--- src/rtl/core/fcfs_schedule_metrics_unit_assert.svh ---
// assertion macros shared by the scheduling metrics rtl
`ifndef FCFS_SCHEDULE_METRICS_UNIT_ASSERT_SVH
`define FCFS_SCHEDULE_METRICS_UNIT_ASSERT_SVH

`ifndef ASSERT_OFF

// expression must hold at every clock edge outside reset
`define FCFS_ASSERT_ALWAYS(label, clk, rst, expr, msg) \
  label: assert property (@(posedge clk) disable iff (rst) (expr)) else $error(msg);

// consequent must hold in the same cycle as the antecedent
`define FCFS_ASSERT_IMPLIES(label, clk, rst, ante, cons, msg) \
  label: assert property (@(posedge clk) disable iff (rst) (ante) |-> (cons)) \
    else $error(msg);

// consequent must hold in the cycle after the antecedent
`define FCFS_ASSERT_NEXT(label, clk, rst, ante, cons, msg) \
  label: assert property (@(posedge clk) disable iff (rst) (ante) |=> (cons)) \
    else $error(msg);

`else

`define FCFS_ASSERT_ALWAYS(label, clk, rst, expr, msg)
`define FCFS_ASSERT_IMPLIES(label, clk, rst, ante, cons, msg)
`define FCFS_ASSERT_NEXT(label, clk, rst, ante, cons, msg)

`endif

`endif

--- src/rtl/core/fcfs_pkg.sv ---
// shared types, constants and width helpers for the scheduling metrics unit
`timescale 1ns / 1ps

package fcfs_pkg;

  localparam int MAX_PROCS = 16;
  localparam int TIME_BITS = 16;

  localparam int IDX_W = (MAX_PROCS > 1) ? $clog2(MAX_PROCS) : 1;
  localparam int CNT_W = $clog2(MAX_PROCS + 1);
  // schedule clock never passes max arrival plus all bursts
  localparam int CLK_W = TIME_BITS + CNT_W;

  localparam int FIELD_W = 16;
  localparam int COMP_W  = 21;
  localparam int TAT_W   = 20;
  localparam int WAIT_W  = 20;
  localparam int TOT_W   = 24;

  typedef logic [TIME_BITS-1:0] tick_t;
  typedef logic [CLK_W-1:0]     sched_t;

  typedef struct packed {
    logic [FIELD_W-1:0] proc_id;
    logic [FIELD_W-1:0] arrival;
    logic [FIELD_W-1:0] burst;
    logic               batch_end;
  } fcfs_req_t;

  typedef struct packed {
    logic [FIELD_W-1:0] out_id;
    logic [FIELD_W-1:0] out_arrival;
    logic [FIELD_W-1:0] out_burst;
    logic [COMP_W-1:0]  completion;
    logic [TAT_W-1:0]   turnaround;
    logic [WAIT_W-1:0]  waiting;
    logic               final_res;
    logic [TOT_W-1:0]   turnaround_total;
    logic [TOT_W-1:0]   waiting_total;
    logic               overflowed;
  } fcfs_res_t;

  // controller to datapath
  typedef struct packed {
    logic load;
    logic init;
    logic fetch;
    logic calc;
  } fcfs_cmd_t;

  // datapath to controller
  typedef struct packed {
    logic last_proc;
  } fcfs_stat_t;

  function automatic tick_t field_to_tick(logic [FIELD_W-1:0] v);
    logic [63:0] w;
    w = 64'(v);
    return w[TIME_BITS-1:0];
  endfunction

  function automatic logic [FIELD_W-1:0] tick_to_field(tick_t v);
    logic [63:0] w;
    w = 64'(v);
    return w[FIELD_W-1:0];
  endfunction

  function automatic sched_t tick_to_sched(tick_t v);
    logic [63:0] w;
    w = 64'(v);
    return w[CLK_W-1:0];
  endfunction

  function automatic logic [TOT_W-1:0] tick_to_tot(tick_t v);
    logic [63:0] w;
    w = 64'(v);
    return w[TOT_W-1:0];
  endfunction

  function automatic logic [TOT_W-1:0] sched_to_tot(sched_t v);
    logic [63:0] w;
    w = 64'(v);
    return w[TOT_W-1:0];
  endfunction

  function automatic logic [COMP_W-1:0] sched_to_comp(sched_t v);
    logic [63:0] w;
    w = 64'(v);
    return w[COMP_W-1:0];
  endfunction

  function automatic logic [TAT_W-1:0] sched_to_tat(sched_t v);
    logic [63:0] w;
    w = 64'(v);
    return w[TAT_W-1:0];
  endfunction

endpackage

--- src/rtl/core/fcfs_ctrl.sv ---
// sequencer for load, fetch and calculate steps of the scheduler
`timescale 1ns / 1ps

module fcfs_ctrl import fcfs_pkg::*; (
  input  logic       clk,
  input  logic       rst,
  input  logic       start,
  input  logic       batch_end,
  input  fcfs_stat_t stat,
  output fcfs_cmd_t  cmd,
  output logic       busy
);

  localparam logic [1:0] ST_IDLE  = 2'd0;
  localparam logic [1:0] ST_FETCH = 2'd1;
  localparam logic [1:0] ST_CALC  = 2'd2;

  logic [1:0] state;
  logic [1:0] state_next;

  always_comb begin
    state_next = state;
    cmd        = '0;
    case (state)
      ST_IDLE: begin
        if (start) begin
          cmd.load = 1'b1;
          if (batch_end) begin
            cmd.init   = 1'b1;
            state_next = ST_FETCH;
          end
        end
      end
      ST_FETCH: begin
        cmd.fetch  = 1'b1;
        state_next = ST_CALC;
      end
      ST_CALC: begin
        cmd.calc   = 1'b1;
        state_next = stat.last_proc ? ST_IDLE : ST_FETCH;
      end
      default: begin
        state_next = ST_IDLE;
      end
    endcase
  end

  always_ff @(posedge clk) begin
    if (rst) begin
      state <= ST_IDLE;
    end else begin
      state <= state_next;
    end
  end

  assign busy = (state != ST_IDLE);

endmodule

--- src/rtl/core/fcfs_dpath.sv ---
// sorted process cell chain, schedule clock, metric arithmetic and result register
`timescale 1ns / 1ps
`include "fcfs_schedule_metrics_unit_assert.svh"

module fcfs_dpath import fcfs_pkg::*; (
  input  logic       clk,
  input  logic       rst,
  input  fcfs_req_t  req,
  input  fcfs_cmd_t  cmd,
  output fcfs_stat_t stat,
  output logic       res_valid,
  output fcfs_res_t  res
);

  logic [FIELD_W-1:0] id_cell  [MAX_PROCS];
  tick_t              arr_cell [MAX_PROCS];
  tick_t              bur_cell [MAX_PROCS];

  logic [CNT_W-1:0]   loaded_count;
  logic               drop_flag;
  logic [IDX_W-1:0]   proc_idx;

  tick_t              new_arr;
  tick_t              new_bur;
  logic               full;
  logic               do_insert;
  logic [MAX_PROCS-1:0] gt;

  sched_t             now;
  logic [TOT_W-1:0]   tat_total;
  logic [TOT_W-1:0]   wait_total;

  logic [FIELD_W-1:0] cur_id;
  tick_t              cur_arr;
  tick_t              cur_bur;
  sched_t             start_time;

  sched_t             fetch_arr;
  sched_t             comp;
  sched_t             wt;
  sched_t             tat;
  logic [TOT_W-1:0]   tat_total_next;
  logic [TOT_W-1:0]   wait_total_next;

  assign new_arr   = field_to_tick(req.arrival);
  assign new_bur   = field_to_tick(req.burst);
  assign full      = (loaded_count == CNT_W'(MAX_PROCS));
  assign do_insert = cmd.load && !full;

  // stored entries later than the new arrival move up one cell
  always_comb begin
    for (int i = 0; i < MAX_PROCS; i++) begin
      gt[i] = (CNT_W'(i) < loaded_count) && (arr_cell[i] > new_arr);
    end
  end

  for (genvar g = 0; g < MAX_PROCS; g++) begin : g_cell
    if (g == 0) begin : g_head
      always_ff @(posedge clk) begin
        if (do_insert && (gt[0] || (loaded_count == '0))) begin
          id_cell[0]  <= req.proc_id;
          arr_cell[0] <= new_arr;
          bur_cell[0] <= new_bur;
        end
      end
    end else begin : g_body
      always_ff @(posedge clk) begin
        if (do_insert) begin
          if (gt[g-1]) begin
            id_cell[g]  <= id_cell[g-1];
            arr_cell[g] <= arr_cell[g-1];
            bur_cell[g] <= bur_cell[g-1];
          end else if (gt[g] || (loaded_count == CNT_W'(g))) begin
            id_cell[g]  <= req.proc_id;
            arr_cell[g] <= new_arr;
            bur_cell[g] <= new_bur;
          end
        end
      end
    end
  end

  assign stat.last_proc = ((CNT_W'(proc_idx) + CNT_W'(1)) == loaded_count);

  // fetch step: read cell and resolve idle gap
  assign fetch_arr = tick_to_sched(arr_cell[proc_idx]);

  // calc step
  assign comp = start_time + tick_to_sched(cur_bur);
  assign wt   = start_time - tick_to_sched(cur_arr);
  assign tat  = wt + tick_to_sched(cur_bur);
  assign tat_total_next  = tat_total + sched_to_tot(wt) + tick_to_tot(cur_bur);
  assign wait_total_next = wait_total + sched_to_tot(wt);

  always_ff @(posedge clk) begin
    if (rst) begin
      loaded_count <= '0;
      drop_flag    <= 1'b0;
      proc_idx     <= '0;
      res_valid    <= 1'b0;
    end else begin
      res_valid <= cmd.calc;
      if (cmd.load) begin
        if (full) begin
          drop_flag <= 1'b1;
        end else begin
          loaded_count <= loaded_count + CNT_W'(1);
        end
      end
      if (cmd.init) begin
        proc_idx <= '0;
      end else if (cmd.calc) begin
        if (stat.last_proc) begin
          loaded_count <= '0;
          drop_flag    <= 1'b0;
          proc_idx     <= '0;
        end else begin
          proc_idx <= proc_idx + IDX_W'(1);
        end
      end
    end
  end

  always_ff @(posedge clk) begin
    if (cmd.init) begin
      now        <= '0;
      tat_total  <= '0;
      wait_total <= '0;
    end
    if (cmd.fetch) begin
      cur_id     <= id_cell[proc_idx];
      cur_arr    <= arr_cell[proc_idx];
      cur_bur    <= bur_cell[proc_idx];
      start_time <= (now < fetch_arr) ? fetch_arr : now;
    end
    if (cmd.calc) begin
      now                  <= comp;
      tat_total            <= tat_total_next;
      wait_total           <= wait_total_next;
      res.out_id           <= cur_id;
      res.out_arrival      <= tick_to_field(cur_arr);
      res.out_burst        <= tick_to_field(cur_bur);
      res.completion       <= sched_to_comp(comp);
      res.turnaround       <= sched_to_tat(tat);
      res.waiting          <= sched_to_tat(wt);
      res.final_res        <= stat.last_proc;
      res.turnaround_total <= stat.last_proc ? tat_total_next : '0;
      res.waiting_total    <= stat.last_proc ? wait_total_next : '0;
      res.overflowed       <= drop_flag;
    end
  end

  `FCFS_ASSERT_ALWAYS(a_count_bound, clk, rst, loaded_count <= CNT_W'(MAX_PROCS), "count past capacity")
  `FCFS_ASSERT_NEXT(a_strobe_follows_calc, clk, rst, cmd.calc, res_valid, "calc gave no result strobe")
  `FCFS_ASSERT_NEXT(a_batch_clears, clk, rst, cmd.calc && stat.last_proc, loaded_count == '0 && !drop_flag, "batch state not cleared")
  `FCFS_ASSERT_IMPLIES(a_drop_only_when_full, clk, rst, $rose(drop_flag), $past(loaded_count) == CNT_W'(MAX_PROCS), "drop without full store")

endmodule

--- src/rtl/core/fcfs_schedule_metrics_unit.sv ---
// top level of the first-come-first-serve schedule metrics unit
`timescale 1ns / 1ps

// usage
//   request channel: drive req and raise start; a request is taken at a rising
//   edge with start high and busy low. each request loads one process into a
//   chain of 16 cells kept sorted by arrival (equal arrivals keep load order).
//   loads may follow back to back while busy is low.
//   a request with batch_end set starts the schedule: busy stays high until
//   every stored process (1..16) has its result; for each process in order a
//   fetch step reads its cell and a calculate step registers its result with
//   res_valid, so no new request is taken until the batch is done.
//   result channel: res is valid for exactly the one cycle in which res_valid
//   is high; the receiver cannot stall, so every result must be taken then.
//   the last result has final_res set and carries the batch turnaround and
//   waiting sums; requests past capacity are dropped and flag overflowed.
//   reset (rst, synchronous) empties the chain and clears the drop flag;
//   cell contents are not cleared and are never read before being loaded.
module fcfs_schedule_metrics_unit import fcfs_pkg::*; (
  input  logic      clk,
  input  logic      rst,
  input  logic      start,
  output logic      busy,
  input  fcfs_req_t req,
  output logic      res_valid,
  output fcfs_res_t res
);

  fcfs_cmd_t  cmd;
  fcfs_stat_t stat;

  // sequencer: idle / fetch / calculate
  fcfs_ctrl u_ctrl (
    .clk       (clk),
    .rst       (rst),
    .start     (start),
    .batch_end (req.batch_end),
    .stat      (stat),
    .cmd       (cmd),
    .busy      (busy)
  );

  // cell chain, schedule clock, sums and the result register
  fcfs_dpath u_dpath (
    .clk       (clk),
    .rst       (rst),
    .req       (req),
    .cmd       (cmd),
    .stat      (stat),
    .res_valid (res_valid),
    .res       (res)
  );

endmodule
--- config.mk ---
export PLATFORM = sky130hd
export DESIGN_NAME = fcfs_schedule_metrics_unit
export DESIGN_NICKNAME = d
export VERILOG_FILES = /design/src/rtl/core/fcfs_pkg.sv /design/src/rtl/core/fcfs_ctrl.sv /design/src/rtl/core/fcfs_dpath.sv /design/src/rtl/core/fcfs_schedule_metrics_unit.sv
export VERILOG_INCLUDE_DIRS = /design/src /design/src/rtl/core
export SDC_FILE = /design/constraint.sdc
export NUM_CORES = 2
export LEC_CHECK = 0
export ABC_AREA = 1
export BUFFER_PORTS_ARGS = -buffer_cell sky130_fd_sc_hd__buf_2
export CELL_PAD_IN_SITES_DETAIL_PLACEMENT = 1
export CELL_PAD_IN_SITES_GLOBAL_PLACEMENT = 1
export CORE_UTILIZATION = 30
export DETAILED_ROUTE_END_ITERATION = 16
export HOLD_SLACK_MARGIN = 0.02
export PLACE_DENSITY_LB_ADDON = 0.1
export SKIP_CTS_REPAIR_TIMING = 1
export SYNTH_ARGS = -nofsm -noshare
export SYNTH_HDL_FRONTEND = slang
export SYNTH_SLANG_ARGS = --single-unit
--- constraint.sdc ---
create_clock -name clk -period 20.9 [get_ports clk]
set_input_delay 2.09 -clock clk [delete_from_list [all_inputs] [get_ports clk]]
set_output_delay 2.09 -clock clk [all_outputs]
set_load 0.02 [all_outputs]
# Word level (Yosys, flattened, before mapping)
# Memory sizes are Yosys's and may differ from the RTL's. A register that Yosys moved wholly into a read port is not among the register bits.
# Cells that the tools add are included.
# word_totals
ram_bits	768
latch_bits	0
n_memories	3
ff_bits	278
elab_cells	353
romBits	0
# mem_list
memory	words	word_bits	read_ports	rd_clocked_by_memory_dff	write_ports	line	text
u_dpath.arr_cell	16	16	17	1	16	fcfs_dpath.sv:16	tick_t arr_cell [MAX_PROCS];
u_dpath.bur_cell	16	16	16	1	16	fcfs_dpath.sv:17	tick_t bur_cell [MAX_PROCS];
u_dpath.id_cell	16	16	16	1	16	fcfs_dpath.sv:15	logic [FIELD_W-1:0] id_cell [MAX_PROCS];
# classes
reduce_logical	41
n_eq_ne	21
n_mul	0
mux	180
order_cmp	33
div	0
bitwise	45
add_sub_neg	9
n_shift	0
# ops
cell	count
16-bit two-way mux	46
16-bit greater-than comparator	16
1-bit two-way mux	116
24-bit two-way mux	3
24-bit by 21-bit adder with 24-bit output	2
1-bit OR	45
21-bit two-way mux	2
5-bit by 4-bit == test with 1-bit output, second input constant	8
4-bit by 5-bit less-than comparator with 1-bit output, first input constant	8
5-bit two-way mux	5
24-bit by 16-bit adder with 24-bit output	1
21-bit by 16-bit adder with 21-bit output	1
21-bit by 16-bit less-than comparator with 1-bit output	1
21-bit by 16-bit subtractor with 21-bit output	1
20-bit by 16-bit adder with 20-bit output	1
5-bit by 3-bit == test with 1-bit output, second input constant	4
3-bit by 5-bit less-than comparator with 1-bit output, first input constant	4
1-bit logical AND	18
1-bit logical OR	16
4-bit two-way mux	3
5-bit by 2-bit == test with 1-bit output, second input constant	2
1-bit by 5-bit less-than comparator with 1-bit output, first input constant	2
2-bit by 5-bit less-than comparator with 1-bit output, first input constant	2
2-bit two-way mux	4
other kinds (16)	18

# Depth between registers and ports, before layout
# An unclocked memory read counts as a cell.
# depth
depth_word	9
depth_mapped	24

# Modules after synthesis
# A second synthesis with hierarchy kept.
# hier_totals
hier_cells	7165
area_unflattened_um2	63064.2
# modules_own_cells
module	n_inst	cells_each	area_per_inst_um2
fcfs_dpath	1	7145	62941.6
fcfs_ctrl	1	20	122.6

# Worst setup path before layout
# OpenSTA, ideal clock, no wires.
# synth_path
path_kind	register -> register
start	register u_ctrl.state[1]
end	register u_dpath.now[0] (enable)
required_time_ns	20.471
setup_slack_ns	10.637
period_less_slack_ns	10.263
path_stages_with_launch	7
arrival_time_ns	9.834
setup_ns	0.429
path_cell_list	dfxtp_1 > inv_1 > nor2_1 > inv_1 > clkbuf_1 > clkbuf_1 > nand2_1
# synth_lines
element	line	text
start: declaration	fcfs_ctrl.sv:18	logic [1:0] state;
start signal: assignment	fcfs_ctrl.sv:52	state <= state_next;
end signal: assignment	fcfs_dpath.sv:137	now <= comp;
end: declaration	fcfs_dpath.sv:29	sched_t now;

==> impl_summary.txt <==
----------------------------------------------------
[Yosys]
  Register area share after synthesis ... 51.2%
  Syn. warnings ... 0
  Post-Synthesis Cell Area ... 63200 um2
  Post-Syn Instances ... 7213
  Number of synthesized flops with an enable pin ... 1065
  Primary FF master, synth ... edfxtp_1
  Average cell area after synthesis ... 8.76 um2
  Post-synth net total ... 7657
  Async SR Flop Fraction ... 0%
  Yosys cell types ... 48
  Number of flip-flops and latches in the synthesized netlist ... 1082

[Pwr]
  Max VDD drop ... 90.4 uV
  Clock share of power ... 43.3%
  Net switching share of the total power ... 28.2%
  Design internal power ... 4.16 mW
  Leak pwr ... 29.4 nW
  Total power after layout ... 5.79 mW
  Switch Pwr ... 1.64 mW
  Logic pwr share ... 13.6%
  Sequential share of power ... 43.0%
  Power per Cell Area ... 81.3 nW/um2

[Global routing]
  Leftover overflow at the end of global routing ... 0
  Gr usage total ... 27.6%
  Via count of the first global-routing pass ... 56400
  Antenna violations before repair ... 23
  Maximum number of pins on one net before global-route repair ... 146
  Wire length of the first global-routing pass ... 421000 um

[Timing]
  Highest achievable clock rate ... 142 MHz
  Worst slew margin relative to its limit ... 19.7%
  Max-slew violations ... 0
  Final Setup Violations ... 0
  RSZ-0062 raised after global routing ... false
  Sum Neg Setup Slack ... 0 ns
  Final worst path period need ... 7.05 ns
  Fraction of the cycle the final worst path needs ... 33.7%
  Endpoints failing hold ... 0
  Worst Tran Pin Value ... 1.20 ns
  Clk_skew ... 0.0389 ns

[Setup path]
  CP Data Arrival Time ... 7.48 ns
  Worst setup path startpoint ... req[32]
  Depth of the critical timing path with buffers and inverters included ... 11
  Family with the most delay on the worst path ... simple AND/OR/NAND/NOR gates
  Crit path buffers/inverters ... 3
  Flop2flop setup slack ... 14.67 ns
  Category of the most critical setup path ... primary input to flip-flop
  Worst stage delay on the critical path ... 1.12 ns
  Critical path endpoint category ... flip-flop
  Cell type with the highest occurrence count on the critical path ... nand2_2
  Critical Path End ... u_dpath.id_cell[14][14]$_DFFE_PP_
  Slowest cell on crit path ... nand2_2
  Number of cells on the worst reg-to-reg path ... 16
  Crit path launch type ... primary input
  Critical Path Fanout Max ... 29
  Cell chain of the critical path ... buf_2, inv_1, ha_1, a21oi_1, o21ai_0, a21oi_1, nand2_1, nand2_2, nand2_2, nand2_2, buf_4
  Data required time of the worst path ... 21.33 ns
  Destination of the worst register-to-register timing path ... u_dpath.start_time[0]$_DFFE_PN_

[Clock network]
  Root buffer selected by CTS ... clkbuf_16
  H-Tree Depth ... 4
  CTS sink count ... 1082
  Cts bufs inserted ... 140
  CTS max path bufs ... 3
  Clock latency at the later pin of the worst-skew pair ... 0.82 ns
  Clk pin slew, worst setup/hold paths ... 0.05 ns
  CTS tree ... yes

[Routing]
  Count of unresolved DRC violations after routing ... 2
  Drt initial violations ... 4819
  Detailed-routing iteration count for the pre-antenna-repair pass ... 12
  Vias after detailed routing ... 55400
  ANT nets after route ... 0
  Avg Vias per Cell ... 5.47
  Final wirelength ... 297000 um
  Average wire per standard cell ... 29.3 um

[Floorplanning]
  Placement Rows ... 168
  Floorplan core area ... 209000 um2
  Die footprint ... 212000 um2
  Starting utilization of the core area ... 30.2%
  Number of primary I/O pins ... 213
  Height of the die ... 461 um
  Width of the die ... 461 um

[Placed design]
  RD Place Congestion ... 0.894
  Detail Placement HPWL ... 187000 um
  IO buf count ... 212

[Status]
  Status ... complete, but fails checks
  Violations in the final reports ... design-rule violations

[Job]
  Maxcap violations ... 0

[Finish]
  Area grow syn2layout ... 12.8%
  Fraction of final layout cells with drive strength greater than 1 ... 8.50%
  Final nets ... 7649

[Min path]
  Worst min path class ... flip-flop to flip-flop

----------------------------------------------------
[through the flow]
stage | setup WS, ns | cell area, um2 | utilization (%) | hold slack, ns | instances
detailed placement | 13.00 | 66600 | 31.8 | 0.408 | 9868
floorplan | 10.64 | 63200 | - | 0.400 | 7213
finish | 13.85 | 71300 | 34.0 | 0.417 | 10100
global placement | 13.04 | 66600 | 31.8 | 0.401 | 9868
CTS | 13.86 | 71200 | 34.0 | 0.420 | 10100
global route | 13.69 | 71300 | 34.0 | 0.433 | 10100
[worst min-delay path by stage]
stage,from,end,slack (ns),cells past startpoint
floorplan,u_dpath.cur_id[0]$_DFFE_PN_,u_dpath.res[143]$_DFFE_PP_,0.40,0
global placement,u_dpath.cur_id[2]$_DFFE_PN_,u_dpath.res[145]$_DFFE_PP_,0.40,0
detailed placement,u_dpath.cur_id[6]$_DFFE_PN_,u_dpath.res[149]$_DFFE_PP_,0.41,0
CTS,u_dpath.cur_id[6]$_DFFE_PN_,u_dpath.res[149]$_DFFE_PP_,0.42,0
global route,u_dpath.cur_id[6]$_DFFE_PN_,u_dpath.res[149]$_DFFE_PP_,0.43,0
finish,u_dpath.cur_id[6]$_DFFE_PN_,u_dpath.res[149]$_DFFE_PP_,0.42,0
[sequential cells by signal, summed over array words and instances, names as in the netlist, named ones only]
| name | cells |
|---|---|
| u_dpath.tat_total | 24 |
| u_dpath.proc_idx | 4 |
| u_dpath.start_time | 21 |
| u_dpath.arr_cell | 256 |
| u_dpath.cur_bur | 16 |
| u_dpath.now | 21 |
| u_dpath.wait_total | 24 |
| u_dpath.cur_arr | 16 |
| u_dpath.bur_cell | 256 |
| u_dpath.drop_flag | 1 |
| u_ctrl.state | 2 |
| u_dpath.res | 159 |
| u_dpath.res_valid | 1 |
| u_dpath.id_cell | 256 |
| u_dpath.loaded_count | 5 |
| u_dpath.cur_id | 16 |
[synthesized netlist by cell type (2+ instances only)]
cell,n,share of area (%)
a211oi_1,2,0.024
a21boi_0,4,0.048
a21o_1,12,0.14
a21oi_1,253,2.0
a22oi_1,6,0.071
a31o_2,2,0.028
a31oi_1,24,0.24
and2_1,2,0.020
buf_1,18,0.11
buf_2,124,0.98
buf_4,39,0.46
buf_6,19,0.34
clkbuf_1,277,1.6
clkinv_1,3,0.018
dfxtp_1,17,0.54
edfxtp_1,1065,51
fa_1,21,0.67
ha_1,371,7.3
inv_1,321,1.9
inv_2,9,0.053
nand2_1,2044,12
nand2_2,10,0.099
nand3_1,830,6.6
nand3b_1,8,0.095
nand4_1,84,0.83
nor2_1,724,4.3
nor2_2,3,0.030
nor3_1,27,0.21
nor4_1,5,0.050
o2111ai_1,2,0.028
o211ai_1,19,0.23
o21a_1,13,0.15
o21ai_0,523,4.1
o21ai_1,7,0.055
o21bai_1,10,0.12
o221ai_1,42,0.58
o22ai_1,172,1.7
or2_2,5,0.050
xnor2_1,42,0.58
xor2_1,46,0.64
[cell families (layout without fill, tap and decap cells)]
| family | count (synthesis) | count (layout) | synth area share (%) |
|---|---|---|---|
| buffers and inverters | 811 | 912 | 5.52 |
| AOI/OAI and AO/OA | 1093 | 1093 | 9.59 |
| and+or+nand+nor | 3747 | 3747 | 24.5 |
| DFF | 1082 | 1082 | 51.2 |
| other | 0 | 10 | 0 |
| adders and majority gates | 392 | 392 | 8.01 |
| xor gates and xnor gates | 88 | 88 | 1.22 |
[worst reg2reg max path: cells and delay by family (launching register included)]
family | cells | cell delay (ns)
AOI/OAI and AO/OA | 3 | 0.71
adders and majority gates | 1 | 0.16
buffers and inverters | 4 | 1.90
DFF | 1 | 0.69
and+or+nand+nor | 8 | 2.65
[area by class of cell]
cell class              count  area, um2
diodes                     10       25.0
clock buffers             186       3830
clock inverters            65        759
fillers                 24400     138000
inverters                 333       1260
multi-input cells        5320      27600
flip-flops and latches   1082      32300
well taps                2805       3510
repair buffers            328       1940
[placed cells by master, fill, tap and decap left out, types with 5 or more instances in the layout]
| master | instances |
|---|---|
| nand2_1 | 1993 |
| nor2_1 | 721 |
| xor2_1 | 46 |
| a31oi_1 | 24 |
| dfxtp_1 | 10 |
| nor4_1 | 5 |
| buf_2 | 212 |
| o22ai_1 | 172 |
| o21ai_1 | 6 |
| o21a_1 | 13 |
| nand3_1 | 828 |
| xnor2_1 | 42 |
| clkinv_2 | 17 |
| diode_2 | 10 |
| ha_1 | 371 |
| buf_4 | 115 |
| nand4_1 | 84 |
| clkbuf_16 | 147 |
| or2_2 | 5 |
| clkinv_1 | 24 |
| clkbuf_1 | 38 |
| nand2_4 | 6 |
| o21bai_1 | 10 |
| nor3_1 | 27 |
| a21o_1 | 12 |
| nand2_2 | 55 |
| nand3b_1 | 8 |
| o221ai_1 | 42 |
| inv_1 | 318 |
| o21ai_0 | 523 |
| edfxtp_1 | 1065 |
| a22oi_1 | 6 |
| bufinv_16 | 16 |
| a21oi_1 | 252 |
| inv_2 | 11 |
| o211ai_1 | 19 |
| fa_1 | 21 |
[power groups by stage]
stage | combinational (mW) | clock (mW) | sequential (mW)
floorplan | 0.480 | 0 | 2.53
global placement | 0.784 | 0 | 2.54
detailed placement | 0.793 | 0 | 2.54
CTS | 0.796 | 2.56 | 2.49
global route | 0.873 | 2.62 | 2.50
finish | 0.789 | 2.51 | 2.49
[per-layer routing]
metal	track usage, %	vias to the layer above	share of wire (%)
met4	9.81	6	3.6
met3	4.17	489	5.4
met2	46.5	1704	48
met1	35.8	28200	43
met5	0	-	0.013
li1	-	25000	-
(Power assumes the default switching activity.)
